--- config.mk ---
export PLATFORM = sky130hd
export DESIGN_NAME = json_pretty_printer
export DESIGN_NICKNAME = d
export VERILOG_FILES = /design/src/jpp_pkg.sv /design/src/jpp_ctrl.sv /design/src/jpp_datapath.sv /design/src/json_pretty_printer.sv
export VERILOG_INCLUDE_DIRS = /design/src /design/src/src
export SDC_FILE = /design/constraint.sdc
export NUM_CORES = 1
export LEC_CHECK = 0
export BUFFER_PORTS_ARGS = -buffer_cell sky130_fd_sc_hd__buf_2
export CAP_MARGIN = 20
export CORE_ASPECT_RATIO = 0.8
export CORE_MARGIN = 10
export CORE_UTILIZATION = 55
export CTS_CLUSTER_SIZE = 16
export DETAILED_ROUTE_END_ITERATION = 8
export MAX_ROUTING_LAYER = met4
export PLACE_DENSITY = 0.79
export SYNTH_ARGS = -nofsm -noshare
export SYNTH_HDL_FRONTEND = slang
export SYNTH_HIERARCHICAL = 1
export SYNTH_SLANG_ARGS = --single-unit
--- constraint.sdc ---
create_clock -name i_clk -period 7.55 [get_ports i_clk]
set_clock_uncertainty 0.2 [all_clocks]
set_input_delay 0 -clock i_clk [delete_from_list [all_inputs] [get_ports i_clk]]
set_output_delay 0 -clock i_clk [all_outputs]
set_load 0.05 [all_outputs]
--- src/assert_macros.svh ---
// ----------------------------------------------------------------------------
// assert_macros.svh
// shared concurrent assertion macros
// ----------------------------------------------------------------------------
`ifndef ASSERT_MACROS_SVH
`define ASSERT_MACROS_SVH

// same-cycle implication, disabled during reset
`define ASSERT_IMPLIES(lbl, clk, rst_n, ante, cons, msg) \
    lbl: assert property (@(posedge clk) disable iff (!rst_n) (ante) |-> (cons)) \
        else $error(msg);

// next-cycle implication, disabled during reset
`define ASSERT_NEXT(lbl, clk, rst_n, ante, cons, msg) \
    lbl: assert property (@(posedge clk) disable iff (!rst_n) (ante) |=> (cons)) \
        else $error(msg);

`endif

--- src/jpp_pkg.sv ---
// ----------------------------------------------------------------------------
// jpp_pkg
// types, codes and constants shared by the json pretty printer
// ----------------------------------------------------------------------------
`timescale 1ns / 1ps

package jpp_pkg;

    localparam int DEF_MAX_DEPTH  = 15;
    localparam int DEF_MAX_INDENT = 4;

    localparam int CFG_IDX_W  = 2;
    localparam int CFG_DATA_W = 8;

    // register indexes
    localparam logic [CFG_IDX_W-1:0] CFG_IDX_CHAR    = 2'd0;
    localparam logic [CFG_IDX_W-1:0] CFG_IDX_WIDTH   = 2'd1;
    localparam logic [CFG_IDX_W-1:0] CFG_IDX_NEWLINE = 2'd2;

    // register reset values
    localparam logic [7:0] CFG_CHAR_RST    = 8'd32;
    localparam logic [2:0] CFG_WIDTH_RST   = 3'd2;
    localparam logic       CFG_NEWLINE_RST = 1'b0;

    // characters
    localparam logic [7:0] CH_LBRACE   = 8'h7B;
    localparam logic [7:0] CH_RBRACE   = 8'h7D;
    localparam logic [7:0] CH_LBRACKET = 8'h5B;
    localparam logic [7:0] CH_RBRACKET = 8'h5D;
    localparam logic [7:0] CH_COMMA    = 8'h2C;
    localparam logic [7:0] CH_QUOTE    = 8'h22;
    localparam logic [7:0] CH_COLON    = 8'h3A;
    localparam logic [7:0] CH_BSLASH   = 8'h5C;
    localparam logic [7:0] CH_SPACE    = 8'h20;
    localparam logic [7:0] CH_CR       = 8'h0D;
    localparam logic [7:0] CH_LF       = 8'h0A;

    typedef struct packed {
        logic [7:0] in_byte;
        logic       chunk_end;
    } t_in_item;

    typedef struct packed {
        logic [7:0] out_byte;
        logic       run_last;
        logic       chunk_done;
    } t_out_item;

    typedef enum logic [2:0] {
        ST_IDLE,
        ST_CR,
        ST_LF,
        ST_INDENT,
        ST_BYTE,
        ST_SPACE
    } t_state;

    typedef enum logic [2:0] {
        EM_NONE,
        EM_INPUT,
        EM_HELD,
        EM_CR,
        EM_LF,
        EM_INDENT,
        EM_SPACE
    } t_emit_sel;

    typedef struct packed {
        logic      in_ready;
        logic      accept;
        t_emit_sel emit_sel;
        logic      run_last;
        logic      cnt_clear;
        logic      cnt_step;
    } t_ctrl_cmd;

    typedef struct packed {
        logic can_load;
        logic need_break;
        logic is_colon;
        logic held_colon;
        logic crlf;
        logic indent_empty;
        logic indent_done;
    } t_dp_status;

endpackage

--- src/jpp_ctrl.sv ---
// ----------------------------------------------------------------------------
// jpp_ctrl
// sequencer for one input byte: optional line break, indent run, byte, space
// ----------------------------------------------------------------------------
`timescale 1ns / 1ps

module jpp_ctrl (
    input  logic                i_clk,
    input  logic                i_rst_n,
    input  logic                i_in_valid,
    input  jpp_pkg::t_dp_status i_status,
    output jpp_pkg::t_ctrl_cmd  o_cmd,
    output jpp_pkg::t_state     o_state
);

    jpp_pkg::t_state r_state;
    jpp_pkg::t_state n_state;
    logic            w_accept;

    assign w_accept = i_in_valid && i_status.can_load && (r_state == jpp_pkg::ST_IDLE);

    always_ff @(posedge i_clk) begin
        if (!i_rst_n) begin
            r_state <= jpp_pkg::ST_IDLE;
        end else begin
            r_state <= n_state;
        end
    end

    // next state
    always_comb begin
        n_state = r_state;
        unique case (r_state)
            jpp_pkg::ST_IDLE: begin
                if (w_accept) begin
                    if (i_status.need_break) begin
                        n_state = i_status.crlf ? jpp_pkg::ST_CR : jpp_pkg::ST_LF;
                    end else if (i_status.is_colon) begin
                        n_state = jpp_pkg::ST_SPACE;
                    end
                end
            end
            jpp_pkg::ST_CR: begin
                if (i_status.can_load) n_state = jpp_pkg::ST_LF;
            end
            jpp_pkg::ST_LF: begin
                if (i_status.can_load) begin
                    n_state = i_status.indent_empty ? jpp_pkg::ST_BYTE : jpp_pkg::ST_INDENT;
                end
            end
            jpp_pkg::ST_INDENT: begin
                if (i_status.can_load && i_status.indent_done) n_state = jpp_pkg::ST_BYTE;
            end
            jpp_pkg::ST_BYTE: begin
                if (i_status.can_load) begin
                    n_state = i_status.held_colon ? jpp_pkg::ST_SPACE : jpp_pkg::ST_IDLE;
                end
            end
            jpp_pkg::ST_SPACE: begin
                if (i_status.can_load) n_state = jpp_pkg::ST_IDLE;
            end
            default: n_state = jpp_pkg::ST_IDLE;
        endcase
    end

    // commands
    always_comb begin
        o_cmd           = '0;
        o_cmd.emit_sel  = jpp_pkg::EM_NONE;
        o_cmd.in_ready  = i_status.can_load && (r_state == jpp_pkg::ST_IDLE);
        o_cmd.accept    = w_accept;
        unique case (r_state)
            jpp_pkg::ST_IDLE: begin
                if (w_accept) begin
                    if (i_status.need_break) begin
                        o_cmd.cnt_clear = 1'b1;
                    end else begin
                        o_cmd.emit_sel = jpp_pkg::EM_INPUT;
                        o_cmd.run_last = !i_status.is_colon;
                    end
                end
            end
            jpp_pkg::ST_CR: begin
                if (i_status.can_load) o_cmd.emit_sel = jpp_pkg::EM_CR;
            end
            jpp_pkg::ST_LF: begin
                if (i_status.can_load) begin
                    o_cmd.emit_sel  = jpp_pkg::EM_LF;
                    o_cmd.cnt_clear = 1'b1;
                end
            end
            jpp_pkg::ST_INDENT: begin
                if (i_status.can_load) begin
                    o_cmd.emit_sel = jpp_pkg::EM_INDENT;
                    o_cmd.cnt_step = 1'b1;
                end
            end
            jpp_pkg::ST_BYTE: begin
                if (i_status.can_load) begin
                    o_cmd.emit_sel = jpp_pkg::EM_HELD;
                    o_cmd.run_last = !i_status.held_colon;
                end
            end
            jpp_pkg::ST_SPACE: begin
                if (i_status.can_load) begin
                    o_cmd.emit_sel = jpp_pkg::EM_SPACE;
                    o_cmd.run_last = 1'b1;
                end
            end
            default: o_cmd.emit_sel = jpp_pkg::EM_NONE;
        endcase
    end

    assign o_state = r_state;

endmodule

--- src/jpp_datapath.sv ---
// ----------------------------------------------------------------------------
// jpp_datapath
// config registers, parse flags, nesting level, indent counters, output register
// ----------------------------------------------------------------------------
`timescale 1ns / 1ps

module jpp_datapath #(
    parameter int MAX_DEPTH  = jpp_pkg::DEF_MAX_DEPTH,
    parameter int MAX_INDENT = jpp_pkg::DEF_MAX_INDENT
) (
    input  logic                              i_clk,
    input  logic                              i_rst_n,
    input  logic                              i_cfg_we,
    input  logic [jpp_pkg::CFG_IDX_W-1:0]     i_cfg_idx,
    input  logic [jpp_pkg::CFG_DATA_W-1:0]    i_cfg_data,
    input  jpp_pkg::t_in_item                 i_in,
    input  logic                              i_out_stall,
    input  jpp_pkg::t_ctrl_cmd                i_cmd,
    output jpp_pkg::t_dp_status               o_status,
    output logic                              o_out_valid,
    output jpp_pkg::t_out_item                o_out
);

    localparam int UNIT_W = $clog2(MAX_DEPTH + 1);
    localparam int CHAR_W = $clog2(MAX_INDENT + 1);

    // configuration
    logic [7:0] r_cfg_char;
    logic [2:0] r_cfg_width;
    logic       r_cfg_crlf;

    // parse state
    logic       r_esc, n_esc;
    logic       r_instr, n_instr;
    logic       r_indp, n_indp;
    logic [7:0] r_level, n_level;

    // held item
    logic [7:0]        r_byte;
    logic              r_chunk;
    logic              r_colon;
    logic [UNIT_W-1:0] r_units;

    // indent run counters
    logic [CHAR_W-1:0] r_char_cnt;
    logic [UNIT_W-1:0] r_unit_cnt;

    // output register
    logic               r_out_valid;
    jpp_pkg::t_out_item r_out;

    logic              w_need_break;
    logic              w_is_colon;
    logic [7:0]        w_brk_level;
    logic [UNIT_W-1:0] w_units;
    logic [CHAR_W-1:0] w_width;
    logic [CHAR_W-1:0] w_width_m1;
    logic              w_char_wrap;
    logic              w_can_load;
    logic [7:0]        w_c;

    assign w_c = i_in.in_byte;

    always_ff @(posedge i_clk) begin
        if (!i_rst_n) begin
            r_cfg_char  <= jpp_pkg::CFG_CHAR_RST;
            r_cfg_width <= jpp_pkg::CFG_WIDTH_RST;
            r_cfg_crlf  <= jpp_pkg::CFG_NEWLINE_RST;
        end else if (i_cfg_we) begin
            unique case (i_cfg_idx)
                jpp_pkg::CFG_IDX_CHAR:    r_cfg_char  <= i_cfg_data;
                jpp_pkg::CFG_IDX_WIDTH:   r_cfg_width <= i_cfg_data[2:0];
                jpp_pkg::CFG_IDX_NEWLINE: r_cfg_crlf  <= i_cfg_data[0];
                default: ;
            endcase
        end
    end

    // byte classification against the current parse state
    always_comb begin
        n_esc        = r_esc;
        n_instr      = r_instr;
        n_indp       = r_indp;
        n_level      = r_level;
        w_need_break = 1'b0;
        w_is_colon   = 1'b0;
        w_brk_level  = r_level;
        priority if (r_esc) begin
            n_esc = 1'b0;
        end else if (r_instr) begin
            if (w_c == jpp_pkg::CH_BSLASH) begin
                n_esc = 1'b1;
            end else if (w_c == jpp_pkg::CH_QUOTE) begin
                n_instr = 1'b0;
            end
        end else if (w_c == jpp_pkg::CH_LBRACE || w_c == jpp_pkg::CH_LBRACKET) begin
            w_need_break = r_indp;
            if (r_level != 8'hFF) n_level = r_level + 8'd1;
            n_indp = 1'b1;
        end else if (w_c == jpp_pkg::CH_RBRACE || w_c == jpp_pkg::CH_RBRACKET) begin
            if (r_level != 8'd0) n_level = r_level - 8'd1;
            w_brk_level  = n_level;
            w_need_break = !r_indp;
            n_indp       = 1'b0;
        end else if (w_c == jpp_pkg::CH_COMMA) begin
            n_indp = 1'b1;
        end else if (w_c == jpp_pkg::CH_QUOTE) begin
            w_need_break = r_indp;
            n_indp       = 1'b0;
            n_instr      = 1'b1;
        end else if (w_c == jpp_pkg::CH_COLON) begin
            w_is_colon = 1'b1;
        end else begin
            w_need_break = r_indp;
            n_indp       = 1'b0;
        end
    end

    // indent geometry, clamped
    assign w_units    = (w_brk_level < MAX_DEPTH) ? UNIT_W'(w_brk_level) : UNIT_W'(MAX_DEPTH);
    assign w_width    = (r_cfg_width < MAX_INDENT) ? CHAR_W'(r_cfg_width) : CHAR_W'(MAX_INDENT);
    assign w_width_m1 = w_width - CHAR_W'(1);
    assign w_char_wrap = (r_char_cnt == w_width_m1);

    always_ff @(posedge i_clk) begin
        if (!i_rst_n) begin
            r_esc   <= 1'b0;
            r_instr <= 1'b0;
            r_indp  <= 1'b0;
            r_level <= 8'd0;
        end else if (i_cmd.accept) begin
            r_esc   <= n_esc;
            r_instr <= n_instr;
            r_indp  <= n_indp;
            r_level <= n_level;
        end
    end

    always_ff @(posedge i_clk) begin
        if (i_cmd.accept) begin
            r_byte  <= i_in.in_byte;
            r_chunk <= i_in.chunk_end;
            r_colon <= w_is_colon;
            r_units <= w_units;
        end
        if (i_cmd.cnt_clear) begin
            r_char_cnt <= '0;
            r_unit_cnt <= '0;
        end else if (i_cmd.cnt_step) begin
            if (w_char_wrap) begin
                r_char_cnt <= '0;
                r_unit_cnt <= r_unit_cnt + UNIT_W'(1);
            end else begin
                r_char_cnt <= r_char_cnt + CHAR_W'(1);
            end
        end
    end

    // output register
    assign w_can_load = !r_out_valid || !i_out_stall;

    always_ff @(posedge i_clk) begin
        if (!i_rst_n) begin
            r_out_valid <= 1'b0;
        end else if (i_cmd.emit_sel != jpp_pkg::EM_NONE) begin
            r_out_valid <= 1'b1;
        end else if (!i_out_stall) begin
            r_out_valid <= 1'b0;
        end
    end

    always_ff @(posedge i_clk) begin
        unique case (i_cmd.emit_sel)
            jpp_pkg::EM_NONE:   ;
            jpp_pkg::EM_INPUT:  r_out.out_byte <= i_in.in_byte;
            jpp_pkg::EM_HELD:   r_out.out_byte <= r_byte;
            jpp_pkg::EM_CR:     r_out.out_byte <= jpp_pkg::CH_CR;
            jpp_pkg::EM_LF:     r_out.out_byte <= jpp_pkg::CH_LF;
            jpp_pkg::EM_INDENT: r_out.out_byte <= r_cfg_char;
            jpp_pkg::EM_SPACE:  r_out.out_byte <= jpp_pkg::CH_SPACE;
            default: ;
        endcase
        if (i_cmd.emit_sel != jpp_pkg::EM_NONE) begin
            r_out.run_last   <= i_cmd.run_last;
            r_out.chunk_done <= i_cmd.run_last &&
                ((i_cmd.emit_sel == jpp_pkg::EM_INPUT) ? i_in.chunk_end : r_chunk);
        end
    end

    assign o_status.can_load     = w_can_load;
    assign o_status.need_break   = w_need_break;
    assign o_status.is_colon     = w_is_colon;
    assign o_status.held_colon   = r_colon;
    assign o_status.crlf         = r_cfg_crlf;
    assign o_status.indent_empty = (r_units == '0) || (w_width == '0);
    assign o_status.indent_done  = w_char_wrap && (r_unit_cnt == r_units - UNIT_W'(1));

    assign o_out_valid = r_out_valid;
    assign o_out       = r_out;

endmodule

--- src/json_pretty_printer.sv ---
// ----------------------------------------------------------------------------
// json_pretty_printer
// reindents a compact json byte stream, one input byte per transaction
// ----------------------------------------------------------------------------
//
//  channel  direction  handshake                payload
//  -------  ---------  -----------------------  ------------------------------
//  in       sink       i_in_valid / o_in_stall  i_in  (in_byte, chunk_end)
//  out      source     o_out_valid / i_out_stall o_out (out_byte, run_last,
//                                                       chunk_done)
//  cfg      sink       i_cfg_we                 i_cfg_idx, i_cfg_data
//
//  a byte with no line break before it is emitted alone, a colon as colon, space
//  a byte behind a line break runs as cr (if crlf), lf, units * width indent
//  chars, then the byte; the output register takes one byte per cycle unless stalled
//  reset (i_rst_n low, synchronous) clears parse flags and level, resets config
//  o_in_stall is high while a byte's run is in progress or the output is full
//  a stall on the output freezes the sequencer in place, nothing is dropped
// ----------------------------------------------------------------------------
`timescale 1ns / 1ps
`include "assert_macros.svh"

module json_pretty_printer #(
    parameter int MAX_DEPTH  = jpp_pkg::DEF_MAX_DEPTH,
    parameter int MAX_INDENT = jpp_pkg::DEF_MAX_INDENT
) (
    input  logic                           i_clk,
    input  logic                           i_rst_n,
    // configuration write port
    input  logic                           i_cfg_we,
    input  logic [jpp_pkg::CFG_IDX_W-1:0]  i_cfg_idx,
    input  logic [jpp_pkg::CFG_DATA_W-1:0] i_cfg_data,
    // input bytes
    input  logic                           i_in_valid,
    output logic                           o_in_stall,
    input  jpp_pkg::t_in_item              i_in,
    // formatted bytes
    output logic                           o_out_valid,
    input  logic                           i_out_stall,
    output jpp_pkg::t_out_item             o_out
);

    jpp_pkg::t_ctrl_cmd  w_cmd;
    jpp_pkg::t_dp_status w_status;
    jpp_pkg::t_state     w_state;

    // controller: walks the break / indent / byte / space sequence
    jpp_ctrl u_ctrl (
        .i_clk      (i_clk),
        .i_rst_n    (i_rst_n),
        .i_in_valid (i_in_valid),
        .i_status   (w_status),
        .o_cmd      (w_cmd),
        .o_state    (w_state)
    );

    // datapath: config, parse flags, nesting level, counters, output register
    jpp_datapath #(
        .MAX_DEPTH  (MAX_DEPTH),
        .MAX_INDENT (MAX_INDENT)
    ) u_dp (
        .i_clk       (i_clk),
        .i_rst_n     (i_rst_n),
        .i_cfg_we    (i_cfg_we),
        .i_cfg_idx   (i_cfg_idx),
        .i_cfg_data  (i_cfg_data),
        .i_in        (i_in),
        .i_out_stall (i_out_stall),
        .i_cmd       (w_cmd),
        .o_status    (w_status),
        .o_out_valid (o_out_valid),
        .o_out       (o_out)
    );

    // new transactions only enter between runs
    assign o_in_stall = !w_cmd.in_ready;

    // back in idle, whatever still sits in the output closes the previous run
    `ASSERT_IMPLIES(a_idle_out_is_last, i_clk, i_rst_n, (w_state == jpp_pkg::ST_IDLE) && o_out_valid, o_out.run_last, "idle with an unfinished run in the output register")

    // the controller never loads a byte the output register cannot take
    `ASSERT_IMPLIES(a_emit_has_room, i_clk, i_rst_n, w_cmd.emit_sel != jpp_pkg::EM_NONE, w_status.can_load, "byte emitted into a full output register")

    // an accepted transaction always starts from idle
    `ASSERT_IMPLIES(a_accept_in_idle, i_clk, i_rst_n, i_in_valid && !o_in_stall, w_state == jpp_pkg::ST_IDLE, "input accepted in the middle of a run")

endmodule

==> metrics.md, run 1 <==
| Metric | Value |
|---|---|
| CTS tree | built |
| Routability cong. | 0.9463 |
| Die Wd | 108.6 µm |
| Final worst-path setup slack | 3.816 ns |
| Row cnt | 25 |
| Clock Power Share | 0.253 |
| NetSw | 502.6 µW |
| Reg clk slew, reported paths | 0.07 ns |
| Number of global-route vias before repair | 3245 |
| Synth Instances | 396 |
| Peak VDD IR | 0.1676 mV |
| Final WL | 9.719 mm |
| Result of the run | completed |
| Combinational Power Share | 0.367 |
| Setup Fix Bufs, Post-CTS | 0 |
| FF+latch area | 1401 µm² |
| Crit Path Max Fanout | 10 |
| First-pass GRT wire length | 16.06 mm |
| # IOs | 36 |
| Fill cell count | 465 |
| Sw frac | 0.3949 |
| Startpoint Class | primary input |
| Final Slew Violations | 0 |
| Final Cycle Share | 0.4945 |
| Largest net degree at the start of global routing | 20 |
| Chip Height | 90.89 µm |
| CTS Sinks | 58 |
| # setup viols final | 0 |
| Clock root cell | clkbuf_8 |
| Pint | 770.2 µW |
| Met3 wire length | 933 µm |
| Max Used Layer | met4 |
| Vias | 3315 |
| H-tree depth | 3 |
| Syn avg cell area | 8.724 µm² |
| Rel. slew slack | 0.3178 |
| Core region area | 6006 µm² |
| Flop pwr share | 0.381 |
| Achievable Freq | 267.8 MHz |
| Synth cell types | 65 |
| Detailed Route Iter0 Violations | 367 |
| Area grow syn2layout | 20.21% |
| Post-Route Setup TNS | 0 ns |
| Post-synth EDFFs | 24 |
| PwrDens | 306.5 nW/µm² |
| Crit. End Element | flop |
| Synth Flop Type | dfxtp_1 |
| Crit path DAT | 3.51 ns |
| Met2 wire length | 4.551 mm |
| Yosys reg bits | 58 |
| Final hold vios | 0 |
| Gr usage total | 0.2058 |
| Remaining Overflow, GRT | 0 |
| Worst-Skew Late Latency | 0.34 ns |
| Fraction of layout instances using a drive strength above 1 | 0.1366 |
| Register area share after synthesis | 0.4057 |
| Metal1 wirelength | 3.912 mm |
| Clk buf depth | 2 |
| IO Port Bufs | 35 |
| Worst Tran Pin Value | 1.019 ns |
| Detail Route Antenna Nets | 0 |
| DRC viols | 0 |
| Async set-reset flop share out of synthesis | 0 |
| Max_cap viols | 0 |
| Wirelength per Cell | 18.17 µm |
| P_leak | 1.554 nW |
| CTS Buf Count | 9 |
| Setup WS pre-CTS | 4.265 ns |
| RSZ-0062 raised after global routing | no |
| Drt pass-1 iters | 5 |
| Total die area | 9871 µm² |
| Post-synthesis net count | 427 |
| Critical Path RT | 7.32 ns |
| Layout Nets | 480 |
| Kind of critical path | in2reg |
| Antenna violations before repair | 0 |
| Starting Density | 0.5752 |
| Inserted Diodes | 0 |
| YS warnings | 6 |
| Hold WC Path Type | in2reg |
| Post-DP HPWL | 6.329 mm |
| Post-synthesis instance area | 3455 µm² |
| Multi-input logic area | 1857 µm² |
| Fin crit period | 3.734 ns |
| Vias per std cell | 6.196 |
==> cells in the mapped netlist, drive strengths merged (3+ instances only) <==
cell | number | area (µm²)
xnor2 | 10 | 87.58
nand3b | 6 | 45.04
o22ai | 4 | 25.02
dfxtp | 34 | 680.7
nand3 | 17 | 85.08
a21boi | 5 | 37.54
buf | 12 | 73.81
nand4 | 6 | 37.54
a22oi | 3 | 27.52
edfxtp | 24 | 720.7
mux2i | 12 | 120.1
nor3 | 16 | 85.08
nor2 | 43 | 161.4
a222oi | 3 | 30.03
a21oi | 30 | 150.1
o21a | 4 | 30.03
o21ai | 19 | 95.09
xor2 | 5 | 43.79
nor2b | 6 | 37.54
nand4b | 4 | 35.03
nor4 | 5 | 31.28
a211oi | 4 | 30.03
ha | 7 | 87.58
nand2 | 25 | 93.84
and2 | 4 | 25.03
or3 | 7 | 48.80
inv | 20 | 75.07
clkbuf | 13 | 48.80
a211o | 4 | 35.03
nand2b | 8 | 65.07
a31oi | 3 | 18.77
==> final timing paths <==
path,to,slack [ns],start,cells past startpoint
setup / recovery,u_dp/o_out[7],3.82,i_in[8],13
hold / removal,u_dp/r_unit_cnt[0],0.05,i_in_valid,4
setup reg to reg,u_dp/r_level[0],4.10,u_dp/o_out_valid,9
hold reg to reg,u_dp/r_char_cnt[1],0.30,u_dp/r_char_cnt[1],2
==> cells by family after synthesis <==
logic type | Yosys count | share of synthesized area
xor+xnor | 15 | 0.03803
mux | 13 | 0.03803
fa+ha+maj | 7 | 0.02535
buf+inv | 46 | 0.05831
compound gates | 97 | 0.1844
simple gates | 160 | 0.2503
flops | 58 | 0.4056
==> what timing repair did <==
item / in CTS / in global routing
resized for setup: 0 / 0
hold buffers: 32 / 0
endpoints found under the hold margin: 40 / 0
==> cells in the final DEF (no fill, tap or decap), types with 4 or more instances in the layout <==
cell type	instances
edfxtp_1	24
xnor2_1	10
a21boi_0	4
nand3b_1	6
nor3_1	15
nand4b_1	4
nand2_1	25
a211o_1	4
dlygate4sd3_1	32
ha_1	7
o21ai_0	18
a21oi_1	30
xor2_1	5
buf_2	35
o22ai_1	4
nor2b_1	6
nor4_1	5
or3_1	6
o21a_1	4
nand4_1	6
mux2i_1	12
nor2_1	43
dfxtp_1	34
nand3_1	17
a211oi_1	4
clkbuf_8	10
nand2b_1	6
inv_1	20
==> metal layers <==
| layer | track usage | up-vias |
|---|---|---|
| li1 | - | 1555 |
| met3 | 0.05777 | 38 |
| met4 | 0.08114 | 0 |
| met2 | 0.3102 | 223 |
| met5 | - | - |
| met1 | 0.2532 | 1499 |
==> registers in the layout, summed over array words and instances, names as in the netlist, 3 cells and up <==
signal            flops
u_dp/r_cfg_width      3
u_ctrl/o_state        3
u_dp/r_level          8
u_dp/r_byte           8
u_dp/o_out           10
u_dp/r_char_cnt       3
u_dp/r_units          4
u_dp/r_unit_cnt       4
u_dp/r_cfg_char       8
==> metrics by stage <==
step / hold slack (ns) / std cells / power (mW) / util / cell area, µm²
6_report: 0.05079 / 535 / 1.273 / 0.6915 / 4153
5_1_grt: 0.04618 / 535 / 1.335 / 0.6915 / 4153
4_1_cts: 0.02528 / 535 / 1.260 / 0.6915 / 4153
3_5_place_dp: 0.008303 / 487 / 0.9288 / 0.6017 / 3613
3_3_place_gp: 0.01209 / 487 / 0.9122 / 0.6017 / 3613
2_1_floorplan: -0.1381 / 396 / 0.8335 / - / 3455
==> critical path, cell delays in order <==
cell and delay (ns):
dlygate4sd3_1 0.54, buf_2 0.16, or3b_2 0.50, nor3_1 0.28, nor3_1 0.11, o21a_1 0.27
nand2b_1 0.19, nor2_1 0.09, nor2_1 0.05, nor2_1 0.49, nor3_1 0.20, inv_1 0.16
and2_1 0.47
==> power by group through the flow <==
stage          sequential (mW)  combinational [mW]  clock, mW
3_5_place_dp             0.487               0.442          0
3_3_place_gp             0.484               0.428          0
6_report                 0.484               0.467      0.321
2_1_floorplan            0.572               0.261          0
4_1_cts                  0.480               0.456      0.324
5_1_grt                  0.492               0.501      0.342
==> final cells by class <==
type                       instances  area share
clock buffer                      11     0.03405
clock inverter                     5     0.01868
inverter                          21     0.01898
multi-input combinational        292      0.4471
sequential                        58      0.3375
tap                               81     0.02440
timing repair buffer              67      0.1193
Note: power is estimated with default switching activity, not from simulation.
==> run 2: changes to the inputs <==
--- a/config.mk
+++ b/config.mk
@@ -6,15 +6,16 @@
 export SDC_FILE = /design/constraint.sdc
 export NUM_CORES = 1
 export LEC_CHECK = 0
+export ABC_AREA = 1
 export BUFFER_PORTS_ARGS = -buffer_cell sky130_fd_sc_hd__buf_2
 export CAP_MARGIN = 20
 export CORE_ASPECT_RATIO = 0.8
 export CORE_MARGIN = 10
-export CORE_UTILIZATION = 55
+export CORE_UTILIZATION = 53
 export CTS_CLUSTER_SIZE = 16
 export DETAILED_ROUTE_END_ITERATION = 8
 export MAX_ROUTING_LAYER = met4
-export PLACE_DENSITY = 0.79
+export PLACE_DENSITY = 0.8
 export SYNTH_ARGS = -nofsm -noshare
 export SYNTH_HDL_FRONTEND = slang
 export SYNTH_HIERARCHICAL = 1
==> constraint.sdc (replaced) <==
create_clock -name i_clk -period 3 [get_ports i_clk]
set_clock_uncertainty 0.2 [all_clocks]
set_input_delay 0 -clock i_clk [delete_from_list [all_inputs] [get_ports i_clk]]
set_output_delay 0 -clock i_clk [all_outputs]
set_load 0.05 [all_outputs]
==> metrics.md, run 2 <==
| Metric | Value |
|---|---|
| Inserted Diodes | 0 (unchanged) |
| Final WL | 8.803 mm (was 9.719 mm) |
| CTS tree | built (unchanged) |
| First-pass GRT wire length | 14.84 mm (was 16.06 mm) |
| Layout Nets | 569 (was 480) |
| Core region area | 6376 µm² (was 6006 µm²) |
| RSZ-0062 raised after global routing | no (unchanged) |
| Top post-synthesis cells by area | edfxtp_1 21%, dfxtp_1 20%, nand2_1 9.9%, nor2_1 6.8%, inv_1 5.5% (was edfxtp_1 21%, dfxtp_1 20%, nor2_1 4.7%, a21oi_1 4.3%, mux2i_1 3.5%) |
| Crit path DAT | 2.61 ns (was 3.51 ns) |
| Routability cong. | 0.9215 (was 0.9463) |
| Chip Height | 92.53 µm (was 90.89 µm) |
| Syn avg cell area | 7.478 µm² (was 8.724 µm²) |
| Wirelength per Cell | 14.04 µm (was 18.17 µm) |
| H-tree depth | 3 (unchanged) |
| Final Slew Violations | 0 (unchanged) |
| Biggest area consumer among synthesized cells | edfxtp_1 (unchanged) |
| Clock root cell | clkbuf_8 (unchanged) |
| Worst Tran Pin Value | 0.7375 ns (was 1.019 ns) |
| Final hold vios | 0 (unchanged) |
| YS warnings | 6 (unchanged) |
| Gr usage total | 0.1760 (was 0.2058) |
| Row cnt | 26 (was 25) |
| CTS Buf Count | 9 (unchanged) |
| Number of global-route vias before repair | 3153 (was 3245) |
| Clk buf depth | 2 (unchanged) |
| PwrDens | 816.5 nW/µm² (was 306.5 nW/µm²) |
| Post-synthesis net count | 497 (was 427) |
| Synth cell types | 41 (was 65) |
| Reg clk slew, reported paths | 0.07 ns (about the same) |
| Post-Route Setup TNS | 0 ns (unchanged) |
| Crit Path Max Fanout | 6 (was 10) |
| P_leak | 1.879 nW (was 1.554 nW) |
| CTS Sinks | 58 (unchanged) |
| Synth Flop Type | dfxtp_1 (unchanged) |
| Detail Route Antenna Nets | 0 (unchanged) |
| Vias per std cell | 5.416 (was 6.196) |
| Post-DP HPWL | 6.350 mm (was 6.329 mm) |
| Starting Density | 0.5465 (was 0.5752) |
| Register area share after synthesis | 0.4022 (was 0.4057) |
| Fraction of layout instances using a drive strength above 1 | 0.1639 (was 0.1366) |
| Yosys reg bits | 58 (unchanged) |
| Worst-Skew Late Latency | 0.34 ns (about the same) |
| # IOs | 36 (unchanged) |
| Critical Path RT | 2.88 ns (was 7.32 ns) |
| Area grow syn2layout | 22.12% (was 20.21%) |
| Most frequent cells in the layout | 92 x nand2_1, 63 x nor2_1, 50 x inv_1 (was 43 x nor2_1, 35 x buf_2, 34 x dfxtp_1, 32 x dlygate4sd3_1, 30 x a21oi_1) |
| Rel. slew slack | 0.5068 (was 0.3178) |
| Final Cycle Share | 0.9109 |
| Post-synthesis instance area | 3485 µm² (was 3455 µm²) |
| Worst r2r src | u_dp/o_out_valid (unchanged) |
| Async set-reset flop share out of synthesis | 0 (unchanged) |
| Commonest non-fill, non-tap cell in the layout | nand2_1 (was nor2_1) |
| Drt pass-1 iters | 5 (unchanged) |
| Vias | 3396 (was 3315) |
| Setup Fix Bufs, Post-CTS | 0 (unchanged) |
| Startpoint Class | primary input (unchanged) |
| Peak VDD IR | 0.3229 mV (was 0.1676 mV) |
| Synth Instances | 466 (was 396) |
| Final worst-path setup slack | 0.2672 ns (was 3.816 ns) |
| Post-synth EDFFs | 24 (unchanged) |
| Result of the run | completed (unchanged) |
| Total die area | 10240 µm² (was 9871 µm²) |
| Setup crit start | i_in[2] (was i_in[8]) |
| DRC viols | 0 (unchanged) |
| Hold Startpoint | i_in_valid (unchanged) |
| Die Wd | 110.7 µm (was 108.6 µm) |
| Crit. End Element | flop (unchanged) |
| IO Port Bufs | 35 (unchanged) |
| Final core utilization | 0.6674 (was 0.6915) |
| Max reg flops | 10 (unchanged) |
| # setup viols final | 0 (unchanged) |
| Setup WS pre-CTS | 0.2283 ns (was 4.265 ns) |
| Largest net degree at the start of global routing | 24 (was 20) |
| Hold WC Path Type | in2reg (unchanged) |
| Detailed Route Iter0 Violations | 283 (was 367) |
| Most numerous cell in the Yosys netlist | nand2_1 (was nor2_1) |
| Remaining Overflow, GRT | 0 (unchanged) |
| Fin crit period | 2.733 ns |
| Antenna violations before repair | 0 (unchanged) |
| Kind of critical path | in2reg (unchanged) |
| Max_cap viols | 0 (unchanged) |
| Synth cell count leaders | 92 x nand2_1, 63 x nor2_1, 51 x inv_1, 35 x nand3_1, 34 x dfxtp_1 (was 43 x nor2_1, 34 x dfxtp_1, 30 x a21oi_1, 25 x nand2_1, 24 x edfxtp_1) |
| Achievable Freq | 365.9 MHz |
| Yosys top cell area share | 0.2068 (was 0.2086) |
==> run 2: cell count changes after synthesis, sizes merged, moves of 8 or more <==
cell	previous run	this run
o21ai	19	29
nand3	17	38
nand2	25	100
clkbuf	13	1
xor2	5	13
nand2b	8	0
inv	20	56
mux2i	12	0
nor2	43	75
==> run 2: kinds of logic after synthesis <==
family,count (synthesis),share of synthesized area
flops,58,0.4022
fa+ha+maj,7,0.02513
compound gates,75,0.1232
xor+xnor,18,0.04524
simple gates,239,0.3160
buf+inv,69,0.08833
==> run 2: per-layer routing <==
metal,vias up,routed length [µm],track usage
met5,-,0,-
met4,0,74,0.05303
met3,8,670,0.04255
met2,158,4148,0.2799
met1,1548,3911,0.2175
li1,1682,-,-
==> run 2: area by class of cell <==
| type | count | area, µm² |
|---|---|---|
| Multi-Input combinational cell | 339 | 1787 |
| Tap cell | 84 | 105.1 |
| Fill cell | 520 | 2121 |
| Clock buffer | 9 | 123.9 |
| Clock inverter | 7 | 70.07 |
| Timing Repair Buffer | 74 | 555.5 |
| Inverter | 56 | 212.7 |
| Sequential cell | 58 | 1401 |
==> run 2: per-stage QoR <==
step	power (mW)	area (µm²)	std cells	hold slack, ns
after global placement	2.669	3700	576	0.004053
after CTS	3.457	4244	627	0.09273
after detailed placement	2.712	3700	576	0.009640
final	3.475	4255	627	0.1171
after floorplan	2.390	3485	466	-0.1011
after global routing	3.722	4255	627	0.1576
==> run 2: worst max-delay path, cell delays in order <==
cell and delay [ns]:
dlygate4sd3_1 0.55, buf_2 0.15, inv_1 0.08, nand3_1 0.14, nor2_1 0.16, inv_1 0.05, nor2_1 0.12, nor2_1 0.06
a31oi_1 0.15, nor2_1 0.11, o32ai_2 0.24, inv_1 0.17, o21ai_2 0.22, nand2_1 0.14, inv_2 0.14, a22oi_1 0.11
==> run 2: report_power, final <==
part	leakage, nW	switching [mW]	internal, mW
registers	0.509	0.129	1.08
logic	1.28	1.09	0.467
clock network	0.0889	0.321	0.379
==> run 2: path summary, 6_finish.rpt <==
kind / endpoint / slack, ns / depth (start not counted)
max: u_dp/o_out[4] / 0.27 / 16
min: u_ctrl/o_state[0] / 0.12 / 8
max reg2reg: u_dp/o_out[2] / 0.31 / 10
min reg2reg: u_dp/r_cfg_crlf / 0.26 / 2
==> run 2: repair_timing <==
item,in CTS,in global routing
hold buffers,35,0
setup endpoints to repair,0,16
gates resized for setup,0,4
hold endpoints to repair,45,0
==> run 3: changes to the inputs <==
--- a/config.mk
+++ b/config.mk
@@ -6,7 +6,6 @@
 export SDC_FILE = /design/constraint.sdc
 export NUM_CORES = 1
 export LEC_CHECK = 0
-export ABC_AREA = 1
 export BUFFER_PORTS_ARGS = -buffer_cell sky130_fd_sc_hd__buf_2
 export CAP_MARGIN = 20
 export CORE_ASPECT_RATIO = 0.8
@@ -16,6 +15,7 @@
 export DETAILED_ROUTE_END_ITERATION = 8
 export MAX_ROUTING_LAYER = met4
 export PLACE_DENSITY = 0.8
+export RECOVER_POWER = 25
 export SYNTH_ARGS = -nofsm -noshare
 export SYNTH_HDL_FRONTEND = slang
 export SYNTH_HIERARCHICAL = 1
==> metrics.md, run 3 (synthesis results as in run 1) <==
| Metric | Value |
|---|---|
| Post-Place Cell Area | 3752 µm² (was 3700 µm²) |
| Critical Path RT | 2.88 ns (about the same) |
| Final hold vios | 0 (unchanged) |
| Clk buf depth | 2 (unchanged) |
| Max_cap viols | 0 (unchanged) |
| Core region area | 6344 µm² (was 6376 µm²) |
| Final instance area | 4265 µm² (was 4255 µm²) |
| Number of global-route vias before repair | 3250 (was 3153) |
| Gr usage total | 0.2096 (was 0.1760) |
| DRC viols | 0 (unchanged) |
| Worst Tran Pin Value | 0.7826 ns (was 0.7375 ns) |
| Reg clk slew, reported paths | 0.07 ns (about the same) |
| Routability cong. | 0.9925 (was 0.9215) |
| IO Port Bufs | 35 (unchanged) |
| Die Wd | 110.3 µm (was 110.7 µm) |
| Max reg flops | 10 (unchanged) |
| Max Used Layer | met4 (unchanged) |
| Worst-Skew Late Latency | 0.34 ns (about the same) |
| Commonest non-fill, non-tap cell in the layout | nor2_1 (was nand2_1) |
| Achievable Freq | 344.5 MHz (was 365.9 MHz) |
| Met2 wire length | 4.867 mm (was 4.148 mm) |
| Post-Route Setup TNS | 0 ns (unchanged) |
| Most frequent cells in the layout | 42 x nor2_1, 35 x dlygate4sd3_1, 34 x dfxtp_1, 30 x a21oi_1, 25 x nand2_1 (was 92 x nand2_1, 63 x nor2_1, 50 x inv_1) |
| Layout Nets | 501 (was 569) |
| Kind of critical path | in2reg (unchanged) |
| Rel. slew slack | 0.4763 (was 0.5068) |
| RSZ-0062 raised after global routing | no (unchanged) |
| Wirelength per Cell | 18.29 µm (was 14.04 µm) |
| Clock root cell | clkbuf_8 (unchanged) |
| Final WL | 10.22 mm (was 8.803 mm) |
| Inserted Diodes | 0 (unchanged) |
| Result of the run | completed (unchanged) |
| CTS Sinks | 58 (unchanged) |
| Metal1 wirelength | 4.158 mm (was 3.911 mm) |
| Crit path DAT | 2.78 ns (was 2.61 ns) |
| Final worst-path setup slack | 0.09731 ns (was 0.2672 ns) |
| Detailed Route Iter0 Violations | 403 (was 283) |
| Detail Route Antenna Nets | 0 (unchanged) |
| Final core utilization | 0.6724 (was 0.6674) |
| Final Cycle Share | 0.9676 (was 0.9109) |
| Chip Height | 92.21 µm (was 92.53 µm) |
| Hold WC Path Type | in2reg (unchanged) |
| Total die area | 10170 µm² (was 10240 µm²) |
| # IOs | 36 (unchanged) |
| # setup viols final | 0 (unchanged) |
| CTS tree | built (unchanged) |
| H-tree depth | 3 (unchanged) |
| Setup Fix Bufs, Post-CTS | 0 (unchanged) |
| Fin crit period | 2.903 ns (was 2.733 ns) |
| PwrDens | 720.8 nW/µm² (was 816.5 nW/µm²) |
| CTS Buf Count | 9 (unchanged) |
| Vias per std cell | 6.127 (was 5.416) |
| Final Slew Violations | 0 (unchanged) |
| P_leak | 1.580 nW (was 1.879 nW) |
| Crit. End Element | flop (unchanged) |
| Met3 wire length | 1.017 mm (was 670 µm) |
| Fill cell count | 489 (was 520) |
| Fraction of layout instances using a drive strength above 1 | 0.1305 (was 0.1639) |
| Post-DP HPWL | 6.530 mm (was 6.350 mm) |
| Starting Density | 0.5446 (was 0.5465) |
| Antenna violations before repair | 0 (unchanged) |
| Overall Power | 3.074 mW (was 3.475 mW) |
| Row cnt | 26 (unchanged) |
| Crit Path Max Fanout | 7 (was 6) |
| First-pass GRT wire length | 16.63 mm (was 14.84 mm) |
| Area grow syn2layout | 23.47% (was 22.12%) |
| Peak VDD IR | 0.5097 mV (was 0.3229 mV) |
| Largest net degree at the start of global routing | 20 (was 24) |
| Setup WS pre-CTS | 0.05739 ns (was 0.2283 ns) |
| Vias | 3425 (was 3396) |
| Drt pass-1 iters | 6 (was 5) |
| Remaining Overflow, GRT | 0 (unchanged) |
| Startpoint Class | primary input (unchanged) |
[run 3: cell types whose count changed in the layout (fill, tap and decap cells not counted), sizes merged, moves of 10 or more]
| cell | previous run | this run |
|---|---|---|
| nor2 | 75 | 43 |
| inv | 56 | 21 |
| nand2 | 100 | 25 |
| o21ai | 29 | 19 |
| mux2i | 0 | 12 |
| nand3 | 38 | 17 |
| clkbuf | 9 | 33 |
[run 3: cell type report]
type,count,area [µm²],share of cell area
well taps,84,105.1,0.02464
repair buffers,88,634.4,0.1487
clock buffers,14,162.7,0.03813
clock inverters,2,11.26,0.002640
multi-input cells,292,1872,0.4388
flip-flops and latches,58,1401,0.3285
inverters,21,78.83,0.01848
[run 3: path summary, 6_finish.rpt]
path | startpoint | to | slack (ns) | depth (start not counted)
setup / recovery | i_in[2] | u_dp/o_out[6] | 0.1 | 16
hold / removal | i_in_valid | u_dp/r_esc | 0.05 | 5
setup reg to reg | u_dp/r_cfg_width[2] | u_ctrl/o_state[1] | 0.18 | 10
hold reg to reg | u_dp/r_char_cnt[1] | u_dp/r_char_cnt[1] | 0.30 | 2
[run 3: worst max-delay path: stages]
cell and delay (ns):
dlygate4sd3_1 0.54, buf_2 0.18, and3b_1 0.25, nand2_1 0.13
nand2_1 0.07, nor3_1 0.14, o21a_1 0.19, nand2b_1 0.13
nor2_1 0.04, nor2_1 0.14, nor2_2 0.08, buf_4 0.16
nand3_1 0.07, o21ai_1 0.16, a222oi_1 0.41, inv_1 0.07
[run 3: stage by stage]
| step | instances | hold WS [ns] |
|---|---|---|
| floorplan | 396 | -0.1381 |
| finish | 559 | 0.05474 |
| detailed placement | 508 | -0.004649 |
| global route | 559 | 0.06622 |
| CTS | 559 | 0.01737 |
| global placement | 508 | 0.004936 |
[run 3: routing by layer]
metal  track usage  vias to the layer above
li1              -                     1592
met2        0.3240                      208
met5             -                        -
met3       0.05664                       26
met1        0.2626                     1599
met4       0.05769                        0
[run 3: report_power, final]
part / leakage, nW / switching [mW] / internal, mW
Sequential: 0.511 / 0.137 / 1.07
Clock: 0.0910 / 0.293 / 0.345
Combinational: 0.979 / 0.826 / 0.401
Total: 1.58 / 1.26 / 1.82
[run 3: timing repair]
| action | 4_1_cts | 5_1_grt |
|---|---|---|
| endpoints found under the hold margin | 39 | 0 |
| hold buffers | 35 | 0 |
| gates resized for setup | 0 | 5 |
| setup endpoints to repair | 0 | 13 |
